==> src/rtl/cpb_pkg.sv <==
`timescale 1ns / 1ps

package cpb_pkg;

	// Palette capacity and the widths that follow from it.
	localparam int PALETTE_SIZE = 256;
	localparam int IDX_W        = (PALETTE_SIZE > 1) ? $clog2(PALETTE_SIZE) : 1;
	localparam int CNT_W        = $clog2(PALETTE_SIZE + 1);

	// Fixed field widths of the pixel and result ports.
	localparam int COLOR_W      = 24;
	localparam int INDEX_OUT_W  = 8;
	localparam int COUNT_OUT_W  = 9;

	typedef logic [COLOR_W-1:0] color_t;
	typedef logic [IDX_W-1:0]   idx_t;
	typedef logic [CNT_W-1:0]   cnt_t;

	// One request as it walks down the row of palette cells.
	typedef struct packed {
		logic   vld;    // a request occupies this slot
		logic   clr;    // frame start: clear each cell as the request passes
		color_t color;  // pixel color being looked up
		logic   hit;    // an entry was found or taken upstream
		logic   put;    // the color was appended to a free entry
		idx_t   idx;    // palette index of the hit
	} item_t;

endpackage

==> src/rtl/cpb_cell.sv <==
`timescale 1ns / 1ps

module cpb_cell (
	input  logic           clk,
	input  logic           arst_n,
	input  logic           adv,
	input  cpb_pkg::idx_t  cell_idx,
	input  cpb_pkg::item_t item_i,
	output cpb_pkg::item_t item_o
);
	import cpb_pkg::*;

	logic   used_q;
	color_t color_q;
	logic   vld_q;
	item_t  item_q;

	logic   used_eff;
	logic   match;
	logic   take;
	item_t  item_n;

	// Compare the passing request against this entry, or claim the entry when free.
	always_comb begin
		used_eff = item_i.clr ? 1'b0 : used_q;
		match    = used_eff && (color_q == item_i.color);
		take     = !item_i.hit && !used_eff;
		item_n   = item_i;
		if (!item_i.hit && match) begin
			item_n.hit = 1'b1;
			item_n.idx = cell_idx;
		end else if (take) begin
			item_n.hit = 1'b1;
			item_n.put = 1'b1;
			item_n.idx = cell_idx;
		end
	end

	// Occupancy of this entry; a frame start empties it as the request goes by.
	always_ff @(posedge clk or negedge arst_n) begin
		if (!arst_n) begin
			used_q <= 1'b0;
			vld_q  <= 1'b0;
		end else if (adv) begin
			vld_q <= item_i.vld;
			if (item_i.vld) begin
				used_q <= used_eff | take;
			end
		end
	end

	// Entry color and the forwarded request payload.
	always_ff @(posedge clk) begin
		if (adv) begin
			item_q <= item_n;
			if (item_i.vld && take) begin
				color_q <= item_i.color;
			end
		end
	end

	always_comb begin
		item_o     = item_q;
		item_o.vld = vld_q;
	end

endmodule

==> config.mk <==
export PLATFORM = sky130hd
export DESIGN_NAME = cpb_cell
export DESIGN_NICKNAME = d
export VERILOG_FILES = /design/src/rtl/cpb_pkg.sv /design/src/rtl/cpb_cell.sv
export SDC_FILE = /design/constraint.sdc
export NUM_CORES = 1
export LEC_CHECK = 0
export ABC_AREA = 1
export BUFFER_PORTS_ARGS = -buffer_cell sky130_fd_sc_hd__buf_2
export CAP_MARGIN = 25
export CORE_MARGIN = 2
export CORE_UTILIZATION = 45
export DETAILED_ROUTE_END_ITERATION = 12
export PLACE_DENSITY = 0.8
export SYNTH_ARGS = -nofsm -noshare
export SYNTH_HDL_FRONTEND = slang
export SYNTH_SLANG_ARGS = --single-unit
==> constraint.sdc <==
create_clock -name clk -period 2.2 [get_ports clk]
set_input_delay 0.44 -clock clk [delete_from_list [all_inputs] [get_ports clk]]
set_output_delay 0.44 -clock clk [all_outputs]
set_load 0.01 [all_outputs]
# Word level (Yosys, flattened, before mapping)
# Cells that the tools add are included.
[word_totals] regBits=61 inputBits=47 output_inout_bits=36 word_cells=23
[op_classes] eq_ne=1 mux=4 bitwise=1 n_reduce_logical=9
[op_table] op="24-bit equality test" count=1
[op_table] op="9-bit two-way mux" count=1
[op_table] op="8-bit two-way mux" count=1
[op_table] op="1-bit logical AND" count=4
[op_table] op="2-bit AND reduction" count=2
[op_table] op="1-bit zero test" count=2
[op_table] op="1-bit two-way mux" count=2
[op_table] op="2-bit OR reduction" count=1
[op_table] op="1-bit OR" count=1

# Depth between registers and ports, before layout
[depth] depth_word=5 mapped_depth=10 depth_no_buf=10

# Worst setup path after synthesis
# Ideal clock, no wire load.
[synth_path] kind="in2reg" start="input item_i[34] (netlist name)" end="register color_q[0], enable pin" setup_time_ns=0.405 arrival_ns=1.827 required_ns=1.795 slack_ns=-0.032 path_stages=5 n_path_buf=1 cell_sequence="inv_1 > nand2_1 > nand2_1 > buf_6 > nor2_1"
[synth_between] elab_chain_len=5
[synth_lines] item="from (decl)" line_no="cpb_cell.sv:8" source="input cpb_pkg::item_t item_i,"
[synth_lines] item="1-bit two-way mux" line_no="cpb_cell.sv:25" source="used_eff = item_i.clr ? 1'b0 : used_q;"
[synth_lines] item="1-bit zero test" line_no="cpb_cell.sv:27" source="take = !item_i.hit && !used_eff;"
[synth_lines] item="1-bit logical AND" line_no="cpb_cell.sv:27"
[synth_lines] item="1-bit logical AND" line_no="cpb_cell.sv:56" source="if (item_i.vld && take) begin"
[synth_lines] item="2-bit AND reduction (no line)"
[synth_lines] item="to (signal assigned)" line_no="cpb_cell.sv:57" source="color_q <= item_i.color;"
[synth_lines] item="to (decl)" line_no="cpb_cell.sv:14" source="color_t color_q;"
# No other way between the ends.
# A chain may end at the register's enable or synchronous reset.

==> flow_metrics.tcl <==
set metrics [dict create \
    end_kind "flip-flop" \
    synthXorXnorAreaFrac 0.0143 \
    holdPathStages 1 \
    irDropWorstVdd_v 0.000500 \
    ys_warn_count 0 \
    p_total_mw 2.37 \
    wl_per_cell_um 12.2 \
    rows 26 \
    worstPathCellList "nor2_1, nor2_1, nor2_1, nand2_1, nor2_2, nand3_4, nand3_1, nand2_1" \
    hpwlAfterDp_mm 3.18 \
    power_density_nw_per_um2 764 \
    synth_cell_types 17 \
    holdBufCountCts 1 \
    die_w_um 77.7 \
    synthCells 202 \
    worst_slew_pin_slew_ns 0.480 \
    crit_path_top_delay_cell "edfxtp_1" \
    fillers 441 \
    first_iter_violations 108 \
    timing.rr.end "item_o[7]$_DFFE_PP_" \
    antenna_found_initial 0 \
    fin_crit_ns 1.46 \
    max_stage_delay_ns 0.39 \
    post_cts_resized 0 \
    syn_avg_cell_area_um2 12.1 \
    drt-vias-per-instance 4.51 \
    place_inst 355 \
    drive_gt1_frac 0.340 \
    r2r_slack_ns 0.74 \
    finalSetupViolCount 0 \
    crit_top_cell "nor2_1" \
    cts_buffers 9 \
    cts_tree "built" \
    p_leak_nw 1.42 \
    slew_headroom 0.680 \
    grt_max_degree 37 \
    route.detailed.drc 0 \
    synth_top_family_by_area "simple AND/OR/NAND/NOR gates" \
    hold_viol 0 \
    rsz0062_at_grt "false" \
    die_y_um 77.7 \
    hp-class "input pin to flip-flop" \
    worstPathArrival_ns 1.55 \
    n_antenna_cell 0 \
    final_area_um2 3100 \
    layout_commonest_cell "buf_2" \
    finalNetCount 344 \
    syn_to_final_growth_pct 27.0 \
    skew_ns 0.00582 \
    root_buffer "clkbuf_8" \
    antenna_left 0 \
    grtUsageTotal 0.160 \
    worstPathMaxFanout 10 \
    synthAdderAreaFrac 0 \
    gp_congestion 0.735 \
    fin_cells 370 \
    dpl-instance-area_um2 2950 \
    hold-path-endpoint "item_o[34]$_DFFE_PP_" \
    yosys_register_bits 61 \
    grt_pass1_wl_mm 7.20 \
    overflow 0 \
    clk_pin_slew_ns 0.06 \
    core-area_um2 5170 \
    yosys.area_share.simple 0.160 \
    yosys.area.top_type "edfxtp_1" \
    synth.top_cell.area_share 0.725 \
    port_buffers 82 \
    synth.area.top_cells "edfxtp_1 (73%), nand2_1 (8.3%), inv_1 (4.6%)" \
    cts_sinks 61 \
    synth_compound_area_frac 0.0256 \
    layout_common_cells "buf_2 (82), edfxtp_1 (59), nand2_1 (54), inv_1 (30), nor2_1 (22)" \
    yosysSeqAreaShare 0.746 \
    muxShareOfSynthArea 0 \
    drv_cap 0 \
    io_pins 83 \
    drt-total-wl_mm 4.50 \
    tns_ns 0 \
    cts_max_path_buffers 2 \
    fp.dieArea_um2 6030 \
    rr_worst_depth 8 \
    crit_required_ns 2.28 \
    whs_ns 0.304 \
    timing.final.crit_share 0.665 \
    timing.rr.start "color_q[22]$_DFFE_PP_" \
    h-tree-depth 3 \
    drv_slew 0 \
    syn_area_um2 2440 \
    start_kind "flip-flop" \
    grt_pass1_vias 1583 \
    vias 1669 \
    postCtsSetupRepairBufs 0 \
    status "finished, final reports clean" \
    start_util 0.472 \
    worstHoldStart "item_i[34]" \
    fmax_ghz 0.684 \
    clk_latency_ns 0.32 \
    syn_nets 249 \
    path_class "flip-flop to flip-flop" \
    drt_pass1_iterations 4 \
]
==> kinds of logic after synthesis <==
logic type,count (synthesis)
buf+inv,32
flops,61
xor+xnor,4
simple gates,93
compound gates,12
==> Yosys cell counts <==
library cell  number
o21ai_0            3
nor2_1            23
nand2_4            1
xnor2_1            1
buf_6              1
o211ai_1           1
buf_4              1
nor2_2             3
dfrtp_1            2
nand3_4            1
xor2_1             3
a21oi_1            1
nand3_1           11
inv_1             30
edfxtp_1          59
nand2_1           54
o21ai_1            7
==> registers in the layout, indices dropped and copies added, names as in the netlist <==
| name | count |
|---|---|
| color_q | 24 |
| item_o | 35 |
| vld_q | 1 |
| used_q | 1 |
==> power by group <==
part	total (mW)	internal [mW]	leakage, nW	switching (mW)
registers	1.37	1.35	0.583	0.0181
clock network	0.763	0.384	0.0768	0.379
logic	0.236	0.0991	0.760	0.137
total	2.37	1.84	1.42	0.534
==> layer usage <==
layer  vias up  track usage  wire length [um]
li1        854            -                 -
met1       757        0.197              1920
met2        52        0.257              2250
met3         6       0.0419               266
met4         0       0.0911                63
met5         -            0                 0
==> metrics by stage <==
| step | utilization | worst slack (ns) |
|---|---|---|
| floorplan | - | 0.377 |
| global placement | 0.570 | 0.551 |
| detailed placement | 0.570 | 0.512 |
| CTS | 0.600 | 0.707 |
| global route | 0.600 | 0.528 |
| finish | 0.600 | 0.738 |
==> worst max-delay path: cells and delay by family (launching register included) <==
family | cells | cell delay [ns]
and+or+nand+nor | 8 | 0.81
DFF | 1 | 0.39
==> worst max path at each step <==
stage                     startpoint              endpoint
2_1_floorplan             item_i[34]  color_q[0]$_DFFE_PP_
3_3_place_gp              item_i[11]   item_o[6]$_DFFE_PP_
3_5_place_dp              item_i[11]   item_o[2]$_DFFE_PP_
4_1_cts         color_q[1]$_DFFE_PP_   item_o[1]$_DFFE_PP_
5_1_grt         color_q[1]$_DFFE_PP_   item_o[1]$_DFFE_PP_
6_report       color_q[22]$_DFFE_PP_   item_o[7]$_DFFE_PP_
==> final cells by class <==
type                       instances  area (um2)  area share
tap                               70        87.6      0.0282
sequential                        61        1820       0.587
clock buffer                      10         128      0.0411
clock inverter                     4        17.5     0.00565
inverter                          30         113      0.0363
timing repair buffer              86         443       0.143
multi-input combinational        109         492       0.159
(Power assumes the default switching activity.)
