File: src/rtl/cpb_pkg.sv
`timescale 1ns / 1ps

package cpb_pkg;

	// Palette capacity and the widths that follow from it.
	localparam int PALETTE_SIZE = 256;
	localparam int IDX_W        = (PALETTE_SIZE > 1) ? $clog2(PALETTE_SIZE) : 1;
	localparam int CNT_W        = $clog2(PALETTE_SIZE + 1);

	// Fixed field widths of the pixel and result ports.
	localparam int COLOR_W      = 24;
	localparam int INDEX_OUT_W  = 8;
	localparam int COUNT_OUT_W  = 9;

	typedef logic [COLOR_W-1:0] color_t;
	typedef logic [IDX_W-1:0]   idx_t;
	typedef logic [CNT_W-1:0]   cnt_t;

	// One request as it walks down the row of palette cells.
	typedef struct packed {
		logic   vld;    // a request occupies this slot
		logic   clr;    // frame start: clear each cell as the request passes
		color_t color;  // pixel color being looked up
		logic   hit;    // an entry was found or taken upstream
		logic   put;    // the color was appended to a free entry
		idx_t   idx;    // palette index of the hit
	} item_t;

endpackage

File: src/rtl/cpb_result.sv
`timescale 1ns / 1ps

module cpb_result (
	input  logic                              clk,
	input  logic                              arst_n,
	input  logic                              adv,
	input  cpb_pkg::item_t                    item_i,
	output logic                              out_valid,
	output logic [cpb_pkg::INDEX_OUT_W-1:0]   color_index,
	output logic                              new_color,
	output logic [cpb_pkg::COUNT_OUT_W-1:0]   color_count,
	output logic                              overflow
);
	import cpb_pkg::*;

	logic vld_q;
	logic ovf_q;
	cnt_t cnt_q;
	idx_t index_q;
	logic new_q;

	logic ovf_base;
	cnt_t cnt_base;
	logic ovf_n;
	cnt_t cnt_n;
	idx_t index_n;
	logic new_n;

	// Resolve the request that leaves the last cell into a result.
	always_comb begin
		ovf_base = item_i.clr ? 1'b0 : ovf_q;
		cnt_base = item_i.clr ? '0 : cnt_q;
		ovf_n    = ovf_base;
		cnt_n    = cnt_base;
		index_n  = '0;
		new_n    = 1'b0;
		if (!ovf_base) begin
			if (item_i.hit) begin
				index_n = item_i.idx;
				new_n   = item_i.put;
				cnt_n   = cnt_base + cnt_t'(item_i.put);
			end else begin
				ovf_n = 1'b1;
			end
		end
	end

	// Palette count and sticky overflow, kept in request order.
	always_ff @(posedge clk or negedge arst_n) begin
		if (!arst_n) begin
			vld_q <= 1'b0;
			ovf_q <= 1'b0;
			cnt_q <= '0;
		end else if (adv) begin
			vld_q <= item_i.vld;
			if (item_i.vld) begin
				ovf_q <= ovf_n;
				cnt_q <= cnt_n;
			end
		end
	end

	// Output payload register.
	always_ff @(posedge clk) begin
		if (adv && item_i.vld) begin
			index_q <= index_n;
			new_q   <= new_n;
		end
	end

	assign out_valid   = vld_q;
	assign color_index = INDEX_OUT_W'(index_q);
	assign new_color   = new_q;
	assign color_count = COUNT_OUT_W'(cnt_q);
	assign overflow    = ovf_q;

endmodule
File: config.mk
export PLATFORM = sky130hd
export DESIGN_NAME = cpb_result
export DESIGN_NICKNAME = d
export VERILOG_FILES = /design/src/rtl/cpb_pkg.sv /design/src/rtl/cpb_result.sv
export SDC_FILE = /design/constraint.sdc
export NUM_CORES = 1
export LEC_CHECK = 0
export ABC_AREA = 1
export BUFFER_PORTS_ARGS = -buffer_cell sky130_fd_sc_hd__buf_2
export CAP_MARGIN = 20
export CORE_MARGIN = 2
export CORE_UTILIZATION = 35
export DETAILED_ROUTE_END_ITERATION = 10
export GPL_ROUTABILITY_DRIVEN = 0
export PLACE_DENSITY = 0.7
export SLEW_MARGIN = 20
export SYNTH_ARGS = -nofsm -noshare
export SYNTH_HDL_FRONTEND = slang
export SYNTH_SLANG_ARGS = --single-unit
File: constraint.sdc
create_clock -name clk -period 1.7 [get_ports clk]
set_input_delay 0.085 -clock clk [delete_from_list [all_inputs] [get_ports clk]]
set_output_delay 0.085 -clock clk [all_outputs]
set_load 0.01 [all_outputs]
# After elaboration in Yosys (flattened, before gate mapping)

Cells that the tools add are included.

Bits in registers: 20
Input bits: 39

Reductions and logical operators: 3
Bitwise logic cells: 1
Add/subtract/negate cells: 1
Multiplexer cells: 6

Operators with widths:

| operator             | count |
|---|---|
| two-way mux 9 bit    | 3 |
| adder 9 x 1 -> 9 bit | 1 |
| two-way mux 1 bit    | 3 |
| AND reduction 2 bit  | 1 |
| OR reduction 2 bit   | 1 |
| logical AND 1 bit    | 1 |
| inverter 1 bit       | 1 |

# Logic depth before layout (Yosys ltp)

Gate-level depths: netlist of run 1.

Word-level depth: 4
Gate-level depth with buffers: 11
Depth with buffers taken out: 11

# Least setup slack after synthesis of run 1

No wires, ideal clock.

Path kind: reg-to-reg
Start: reg cnt_q[0], in the netlist color_count[0]
End: reg cnt_q[8], in the netlist color_count[8]
Arrival time: 1298 ps
Setup slack: 289 ps
Cell stages (with the launch flop): 10
Setup time: 113 ps
Required time: 1587 ps
Path buffers: 0
Path through: dfrtp_1 > nand2_1 > inv_1 > ha_1 > ha_1 > nand4_1 > nor2_2 > nand3_1 > nand2_1 > inv_1

Longest elaborated chain between the ends: 4

Ends and longest elaborated chain:

| item                   | RTL line         | source |
|---|---|---|
| from (decl)            | cpb_result.sv:18 | `cnt_t cnt_q;` |
| from (signal assigned) | cpb_result.sv:58 | `cnt_q <= cnt_n;` |
| two-way mux 9 bit      | cpb_result.sv:32 | `cnt_base = item_i.clr ? '0 : cnt_q;` |
| adder 9 x 1 -> 9 bit   | cpb_result.sv:41 | `cnt_n = cnt_base + cnt_t'(item_i.put);` |
| two-way mux 9 bit      | cpb_result.sv:38 | `if (item_i.hit) begin` |
| two-way mux 9 bit      | cpb_result.sv:37 | `if (!ovf_base) begin` |

Every way passes these cells.
A chain may end at the register's enable or synchronous reset.

# Final worst setup path of run 1

Same ends and word-level chain as after synthesis.

==> out/results.tsv, run 1 <==
metric	value	unit
status	finished, violations left	
failing checks	DRC	
Hold Crit Class	input pin to flop	
I/O pins	59	
ant diodes	0	
Final #Nets	207	
CP max FO	4	
CP Data Required Time	1.91	ns
Critical-path top delay cell	dfrtp_1	
Remaining DRCs	4	
Setup Skew	0.00176	ns
fin crit period	1.57	ns
Clock Latency Late Sink	0.30	ns
Max Slew Vio Count	0	
worst-path cell chain	nand2_1 -> inv_1 -> ha_1 -> ha_1 -> nand4_1 -> nor2_2 -> nand3_1 -> nand2_1 -> inv_1	
DP Worst Slack	0.126	ns
Tcrit/Tclk final	92.5	%
Max Fclk	636	MHz
CP Class	flop to flop	
first-pass detailed-route iteration total	7	
num rows	19	
RSZ-0062 raised after global routing	false	
final worst setup slack	0.128	ns
Setup TNS Final	0	ns
register bit count reported by yosys	20	
mapped cell area	1060	µm²
initial antenna violation count	0	
critical path's top delay family	simple AND/OR/NAND/NOR gates	
Die Ht	59.0	µm
Worst-Margin Slew	0.259	ns
area grow syn2layout	25.9	%
vias in the first global route	833	
Syn Nets	167	
leakage	0.000763	µW
Max Cap Viol	0	
VDD IR max	965	µV
total congestion overflow	0	
Yosys cell types	21	
first-pass GRT wire length	3.47	mm
Crit. End Element	flop	
mean post-synth cell area	8.39	µm²
final setup vio count	0	
Sink Count	20	
DP Wirelength	1.63	mm
CP max stage delay	0.39	ns
Core Util, Final	47.5	%
DRT iter0 DRCs	16	
die area	3480	µm²
CP arrival	1.78	ns
gr usage total	13.2	%
PostCTS Resize Cnt	0	
Clock Tree Buf Depth	2	
ANT nets after route	0	
Power per Cell Area	808	nW/µm²
Die X	59.0	µm
relative slew slack	82.8	%
register-to-register setup slack	0.13	ns
DRT Wirelength	2.15	mm
Initial Util	37.7	%
core area	2810	µm²
layout cells sized above 1	30.3	%
via density per instance	4.54	
WP buf/inv	2	
Syn Inst Count	126	
clk root buf	clkbuf_4	
WL per Instance	10.9	µm
CTS tree	yes	
clock transition at the registers of the reported paths	0.11	ns
type of origin of the critical path	flop	
sequential share of the synthesized area	51.6	%
largest net degree at the start of global routing	16	
Hold Buf Count CTS	2	
Yosys Warn Count	0	
number of buffers inserted by port buffering	34	
total CTS buffers	3	
Final Hold Fails	0	
Post-CTS Setup Repair Bufs	0	
H-Tree Level Count	1	
total number of vias	889	
==> state kept, by name (all words and copies together) (netlist names) <==
name	flops
new_color	1
overflow	1
out_valid	1
color_index	8
color_count	9
==> cell families (layout without fill, tap and decap cells) <==
kind of cell               Yosys count  after routing  share of synthesized area (%)
and+or+nand+nor                     69             69                           31.6
adders and majority gates            2              2                           2.37
buffers and inverters               28             67                           10.8
DFF                                 20             20                           51.6
AOI/OAI and AO/OA                    7              7                           3.67
==> per-layer routing <==
layer	vias up	wire length (µm)	track usage, %	part of all wire (%)
met4	0	0	0.974	0
met1	395	974	15.9	45
met2	30	1010	23.5	47
met3	0	163	4.84	7.6
li1	464	-	-	-
met5	-	0	0	0
==> cell usage in the layout, fill, tap and decap left out <==
cell type,instances
dlygate4sd3_1,2
inv_2,1
nand2_4,3
a21oi_1,2
o21ai_2,1
nor2_4,1
nor2_2,2
nor3_1,1
inv_6,1
o21ai_0,3
dfrtp_1,11
nor2_8,1
nand4_1,4
edfxtp_1,9
nor2_1,14
clkbuf_4,3
o21ai_1,1
nand2_2,2
ha_1,2
nand2_1,35
buf_2,34
bufinv_16,1
nand3_1,6
inv_1,25
==> worst min-delay path, delay by kind of cell <==
kind	cells	cell delay (ns)
buffers and inverters	2	0.10
AND/OR/NAND/NOR	1	0.09
==> synthesized netlist by cell type <==
cell,number,area [µm²]
nand2_2,2,12.5
o21ai_1,1,5.00
nand2_1,35,131
inv_2,1,3.75
o21ai_0,3,15.0
ha_1,2,25.0
nor2_2,2,12.5
nor2_8,1,20.0
inv_6,1,8.76
edfxtp_1,9,270
nor2_4,1,11.3
nand4_1,4,25.0
dfrtp_1,11,275
o21ai_2,1,8.76
buf_4,1,7.51
a21oi_1,2,10.0
nand3_1,6,30.0
inv_1,25,93.8
nor3_1,1,5.00
nor2_1,14,52.6
nand2_4,3,33.8
==> through the flow <==
| step | cells | power [µW] | cell area [µm²] | hold slack (ns) |
|---|---|---|---|---|
| floorplan | 126 | 636 | 1060 | -0.211 |
| global placement | 190 | 692 | 1260 | -0.0311 |
| detailed placement | 190 | 697 | 1260 | -0.0253 |
| CTS | 196 | 1090 | 1330 | 0.0632 |
| global route | 196 | 1130 | 1330 | 0.0677 |
| finish | 196 | 1080 | 1330 | 0.0804 |
==> final cells by class <==
cell class / count / area [µm²]
Clock buffer: 3 / 22.5
Clock inverter: 1 / 30.0
Fill cell: 291 / 1470
Inverter: 27 / 106
Multi-Input combinational cell: 78 / 398
Sequential cell: 20 / 546
Tap cell: 31 / 38.8
Timing Repair Buffer: 36 / 190
==> final timing paths <==
path	from	end	cells after the start
max	color_count[0]	color_count[8]	9
min	item_i[0]	color_index[0]	3
max reg2reg	color_count[0]	color_count[8]	9
min reg2reg	color_count[0]	color_count[0]	2
max in group asynchronous	arst_n	color_count[3]	2
min in group asynchronous	arst_n	overflow	2
==> where the power goes <==
part	switching, µW	internal (µW)
sequential	14.7	532
clock	149	238
combinational	87.0	53.9
total	251	824
Power figures use the tool's default switching activity.
==> run 2: changes to the inputs <==
--- a/config.mk
+++ b/config.mk
@@ -6,13 +6,13 @@
 export NUM_CORES = 1
 export LEC_CHECK = 0
 export ABC_AREA = 1
-export BUFFER_PORTS_ARGS = -buffer_cell sky130_fd_sc_hd__buf_2
 export CAP_MARGIN = 20
 export CORE_MARGIN = 2
 export CORE_UTILIZATION = 35
 export DETAILED_ROUTE_END_ITERATION = 10
+export DONT_BUFFER_PORTS = 1
 export GPL_ROUTABILITY_DRIVEN = 0
-export PLACE_DENSITY = 0.7
+export PLACE_DENSITY = 0.53
 export SLEW_MARGIN = 20
 export SYNTH_ARGS = -nofsm -noshare
 export SYNTH_HDL_FRONTEND = slang
==> out/results.tsv, run 2 (synthesized netlist as in run 1, its figures left out) <==
metric	value	unit	change
I/O pins	59		unchanged
Max Cap Viol	0		unchanged
layout cells sized above 1	11.3	%	-19 points
Hold Crit Class	input pin to flop		
vias in the first global route	808		-3.0%
CP Class	flop to flop		
Worst-Margin Slew	0.537	ns	+0.278 ns
via density per instance	4.66		+2.8%
Sink Count	20		unchanged
CTS tree	yes		
die area	3480	µm²	unchanged
hold_ws	0.0143	ns	-0.0661 ns
relative slew slack	64.1	%	-19 points
total CTS buffers	3		unchanged
Power per Cell Area	735	nW/µm²	-9.0%
area grow syn2layout	16.6	%	
Die Ht	59.0	µm	unchanged
WL per Instance	12.1	µm	+10%
Final #Nets	183		-12%
final worst setup slack	0.182	ns	+0.0534 ns
Int Pwr	671	µW	-19%
H-Tree Level Count	1		unchanged
CP Data Required Time	1.90	ns	about the same
Setup Skew	0.00289	ns	+0.00113 ns
ant diodes	0		unchanged
commonest non-fill, non-tap cell in the layout	nand2_1		
initial antenna violation count	0		unchanged
first-pass GRT wire length	3.53	mm	+1.8%
Remaining DRCs	4		unchanged
num rows	19		unchanged
Tcrit/Tclk final	89.3	%	-3.1 points
commonest non-fill, non-tap cells in the layout	nand2_1, inv_1, nor2_1		
total congestion overflow	0		unchanged
leakage	0.000645	µW	-15%
switch share	25.9	%	+2.6 points
largest net degree at the start of global routing	16		unchanged
DP Worst Slack	0.203	ns	+0.0767 ns
number of buffers inserted by port buffering	0		-100%
VDD IR max	272	µV	-72%
worst-path cell chain	nand2_1 -> inv_1 -> ha_1 -> ha_1 -> nand4_1 -> nor2_2 -> nand3_1 -> nand2_1 -> inv_1		
clock network power share	25.6	%	-10 points
clk root buf	clkbuf_4		
part of the power in registers	61.8	%	+11 points
CP max stage delay	0.37	ns	-0.02 ns
PostCTS Resize Cnt	0		unchanged
DRT Wirelength	2.08	mm	-3.1%
Initial Util	37.7	%	unchanged
DRT iter0 DRCs	27		+11
Max Slew Vio Count	0		unchanged
reg2reg path depth	9		unchanged
CP max FO	4		unchanged
Combinational Power Share	12.6	%	-0.5 points
fin crit period	1.52	ns	-0.0534 ns
Critical-path top delay cell	dfrtp_1		
Die X	59.0	µm	unchanged
Clock Latency Late Sink	0.29	ns	about the same
Clock Tree Buf Depth	2		unchanged
Final Hold Fails	0		unchanged
DP Wirelength	1.49	mm	-8.4%
gr usage total	13.3	%	+0.083 points
total number of vias	802		-9.8%
Crit. End Element	flop		
ANT nets after route	0		unchanged
final setup vio count	0		unchanged
core area	2810	µm²	unchanged
NetSw	235	µW	-6.4%
Setup TNS Final	0	ns	unchanged
failing checks	DRC		
CP arrival	1.72	ns	-0.06 ns
status	finished, violations left		
type of origin of the critical path	flop		
Max Fclk	659	MHz	+3.5%
first-pass detailed-route iteration total	7		unchanged
RSZ-0062 raised after global routing	false		
number of flip-flops in the largest register	9		unchanged
clock transition at the registers of the reported paths	0.11	ns	about the same
hold path cells	2		-1
==> run 2: cell type report <==
type,instances,area (µm²)
tap,31,38.8
multi-input combinational,78,398
timing repair buffer,12,118
clock buffer,4,26.3
inverter,27,106
fill,299,1570
sequential,20,546
==> run 2: metal layers <==
metal	vias to the layer above	global-route usage (%)	share of wire, %
met2	25	23.2	51
li1	414	-	-
met4	0	3.90	0.63
met5	-	0	0
met1	361	15.7	42
met3	2	3.96	6.8
==> run 2: through the flow <==
step / util (%) / power (µW) / area [µm²] / cells
6_report: 43.9 / 906 / 1230 / 172
5_1_grt: 43.9 / 963 / 1230 / 172
4_1_cts: 43.9 / 922 / 1230 / 172
3_5_place_dp: 39.1 / 658 / 1100 / 157
3_3_place_gp: 39.1 / 656 / 1100 / 157
2_1_floorplan: - / 636 / 1060 / 126
==> run 2: final timing paths <==
kind                       slack [ns]        endpoint      startpoint
setup / recovery                 0.18  color_count[8]  color_count[0]
hold / removal                   0.01  color_index[4]       item_i[4]
setup reg to reg                 0.18  color_count[8]  color_count[0]
hold reg to reg                  0.59  color_count[1]  color_count[1]
max in group asynchronous        1.15        overflow          arst_n
min in group asynchronous        0.20  color_count[4]          arst_n
==> run 2: critical path, delay by kind of cell, from the launching register on <==
kind	cells	cell delay, ns
AND/OR/NAND/NOR	5	0.61
flip-flops	1	0.37
adder cells (fa/ha/maj)	2	0.37
buffers and inverters	2	0.09
==> run 2: power by group through the flow <==
stage	sequential [µW]	clock, µW	combinational [µW]
2_1_floorplan	569	0	66.6
3_3_place_gp	570	0	85.4
3_5_place_dp	571	0	86.9
4_1_cts	560	247	115
5_1_grt	565	267	132
6_report	560	232	114
==> run 2: repair_timing <==
action	4_1_cts	5_1_grt
hold buffers	11	0
hold endpoints to repair	20	0
setup buffers	0	0
==> run 3: changes to the inputs <==
--- a/config.mk
+++ b/config.mk
@@ -5,7 +5,6 @@
 export SDC_FILE = /design/constraint.sdc
 export NUM_CORES = 1
 export LEC_CHECK = 0
-export ABC_AREA = 1
 export CAP_MARGIN = 20
 export CORE_MARGIN = 2
 export CORE_UTILIZATION = 35
==> out/results.tsv, run 3 <==
metric	value	unit	change
status	finished, final reports clean		
clock network power share	24.0	%	-1.6 points
commonest non-fill, non-tap cell in the layout	dfrtp_1		
Clock Tree Buf Depth	2		unchanged
die area	3230	µm²	-7.2%
Max Cap Viol	0		unchanged
ANT nets after route	0		unchanged
type of origin of the critical path	flop		
switch share	26.5	%	+0.56 points
DRT Wirelength	2.11	mm	+1.4%
R2R Path Start	color_count[0]		
worst-path cell chain	nor2b_1 -> ha_2 -> ha_4 -> nand4_2 -> or4_1 -> o21ai_0		
number of buffers inserted by port buffering	0		unchanged
synth cell count leaders	dfrtp_1, and3_1, edfxtp_1, nand2_1, o21ai_0		
CP max stage delay	0.42	ns	+0.05 ns
register bit count reported by yosys	20		unchanged
asr flop ratio synth	55.0	%	unchanged
Int Pwr	700	µW	+4.3%
first-pass detailed-route iteration total	4		-3
Syn Nets	132		-21%
Sink Count	20		unchanged
DRT iter0 DRCs	18		-33%
WP buf/inv	0		-2
leakage	0.000497	µW	-23%
Remaining DRCs	0		-4
layout cells sized above 1	13.9	%	+2.5 points
Synth area leader	dfrtp_1		
hold_sp	item_i[9]		
via density per instance	5.61		+20%
top cell type's share of synthesized area	28.2	%	+2.2 points
top cells by area, synth	dfrtp_1, edfxtp_1, and3_1		
Die Ht	56.8	µm	-3.7%
reg2reg path depth	6		-3
Max Slew Vio Count	0		unchanged
CP Data Required Time	1.92	ns	+0.02 ns
hold path cells	1		-1
Max Fclk	627	MHz	-4.8%
Critical-path top delay cell	or4_1		
vias in the first global route	721		-11%
ant diodes	0		unchanged
top-count cell post-synth	dfrtp_1		
part of the power in registers	61.6	%	-0.2 points
Post-CTS Setup Repair Bufs	0		unchanged
EDFF count, synth	9		unchanged
total number of vias	740		-7.7%
sequential share of the synthesized area	55.9	%	+4.3 points
fillcell total	269		-10%
WL per Instance	16.0	µm	+32%
fin crit period	1.59	ns	+0.0760 ns
Crit. End Element	flop		
Power per Cell Area	837	nW/µm²	+14%
Core Util, Final	42.0	%	-2.0 points
launch point of the worst path	color_count[0]		
total congestion overflow	0		unchanged
Clock Latency Late Sink	0.29	ns	about the same
register-to-register setup slack	0.11	ns	-0.08 ns
CP arrival	1.82	ns	+0.10 ns
total CTS buffers	3		unchanged
Initial Util	36.0	%	-1.7 points
Yosys Warn Count	0		unchanged
Hold EP	color_index[7]		
first-pass GRT wire length	3.34	mm	-5.5%
Final Hold Fails	0		unchanged
mapped cell area	976	µm²	-7.7%
Combinational Power Share	14.4	%	+1.8 points
Yosys cell types	27		+29%
non-filler cells, final	132		-23%
Hold Crit Class	input pin to flop		
VDD IR max	480	µV	+76%
RSZ-0062 raised after global routing	false		
initial antenna violation count	0		unchanged
core area	2710	µm²	-3.4%
Worst-Margin Slew	0.521	ns	-0.0163 ns
Power, Total	952	µW	+5.1%
I/O pins	59		unchanged
H-Tree Level Count	1		unchanged
mean post-synth cell area	10.7	µm²	+28%
clock transition at the registers of the reported paths	0.11	ns	about the same
Setup Skew	0.00666	ns	+0.00377 ns
critical path's top delay family	simple AND/OR/NAND/NOR gates		
num rows	19		unchanged
r2r endpoint	color_count[6]		
area grow syn2layout	16.5	%	about the same
NetSw	252	µW	+7.4%
CP Class	flop to flop		
commonest non-fill, non-tap cells in the layout	dfrtp_1, and3_1, edfxtp_1		
largest net degree at the start of global routing	13		-3
Final #Nets	143		-22%
CTS tree	yes		
relative slew slack	65.2	%	+1.1 points
Setup TNS Final	0	ns	unchanged
DP Wirelength	1.46	mm	-2.3%
number of flip-flops in the largest register	9		unchanged
gr usage total	13.2	%	-0.11 points
Die X	56.8	µm	-3.7%
clk root buf	clkbuf_4		
CP max FO	5		+1
Syn Inst Count	91		-28%
Tcrit/Tclk final	93.8	%	+4.5 points
final setup vio count	0		unchanged
Synth Flop Type	dfrtp_1		
Post-Place Cells	122		-22%
## run 3: changes by cell type after synthesis, moves of 4 or more
| cell | change |
|---|---|
| nand2_1 | -27 |
| inv_1 | -19 |
| nor2_1 | -12 |
| and3_1 | +10 |
| o21ai_0 | +4 |
## run 3: cells by family after synthesis
group                      share of synthesized area [%]
DFF                                                 55.9
buffers and inverters                               4.49
adders and majority gates                           2.56
muxes                                               2.05
AOI/OAI and AO/OA                                   11.8
and+or+nand+nor                                     23.2
## run 3: metal layers
metal / vias up / routed length (µm) / global-route usage [%]
li1: 357 / - / -
met1: 356 / 888 / 15.2
met2: 25 / 1050 / 22.8
met3: 2 / 160 / 5.53
met4: 0 / 13 / 2.99
met5: - / 0 / 0
## run 3: layout make-up
class	count	area, µm²	area share [%]
tap	31	38.8	3.41
inverter	6	22.5	1.98
clock buffer	4	26.3	2.31
multi-input combinational	60	407	35.8
sequential	20	546	48.0
timing repair buffer	11	97.6	8.58
## run 3: what timing repair did
action / in CTS / in global routing
hold endpoints to repair: 15 / 5
hold buffers: 3 / 3
pin swaps: 0 / 0
gates cloned: 0 / 0
setup endpoints to repair: 1 / 3
gates resized for setup: 1 / 3
## run 3: worst max path at each step
| stage | slack [ns] | depth (start not counted) | endpoint |
|---|---|---|---|
| floorplan | 0.11 | 6 | color_count[6] |
| global placement | 0.04 | 6 | color_count[6] |
| detailed placement | -0.004 | 6 | color_count[6] |
| CTS | 0.02 | 6 | color_count[6] |
| global route | 0.004 | 6 | color_count[6] |
| finish | 0.11 | 6 | color_count[6] |
## run 3: stage by stage
step	instance area (µm²)	setup slack [ns]	hold WS, ns
finish	1140	0.106	0.0111
global route	1140	0.00418	0.000860
global placement	1030	0.0399	-0.210
CTS	1090	0.0202	0.000992
floorplan	976	0.107	-0.211
detailed placement	1030	-0.00423	-0.210
## run 3: worst reg2reg max path, delay by kind of cell, from the launching register on
family | cells | cell delay, ns
simple gates | 3 | 0.69
flops | 1 | 0.36
compound gates | 1 | 0.09
fa+ha+maj | 2 | 0.40
## run 3: power by group through the flow
| stage | Clock (µW) | Combinational [µW] | Sequential [µW] |
|---|---|---|---|
| floorplan | 0 | 82.8 | 596 |
| global placement | 0 | 112 | 596 |
| detailed placement | 0 | 117 | 597 |
| CTS | 237 | 129 | 587 |
| global route | 259 | 153 | 593 |
| finish | 228 | 138 | 586 |
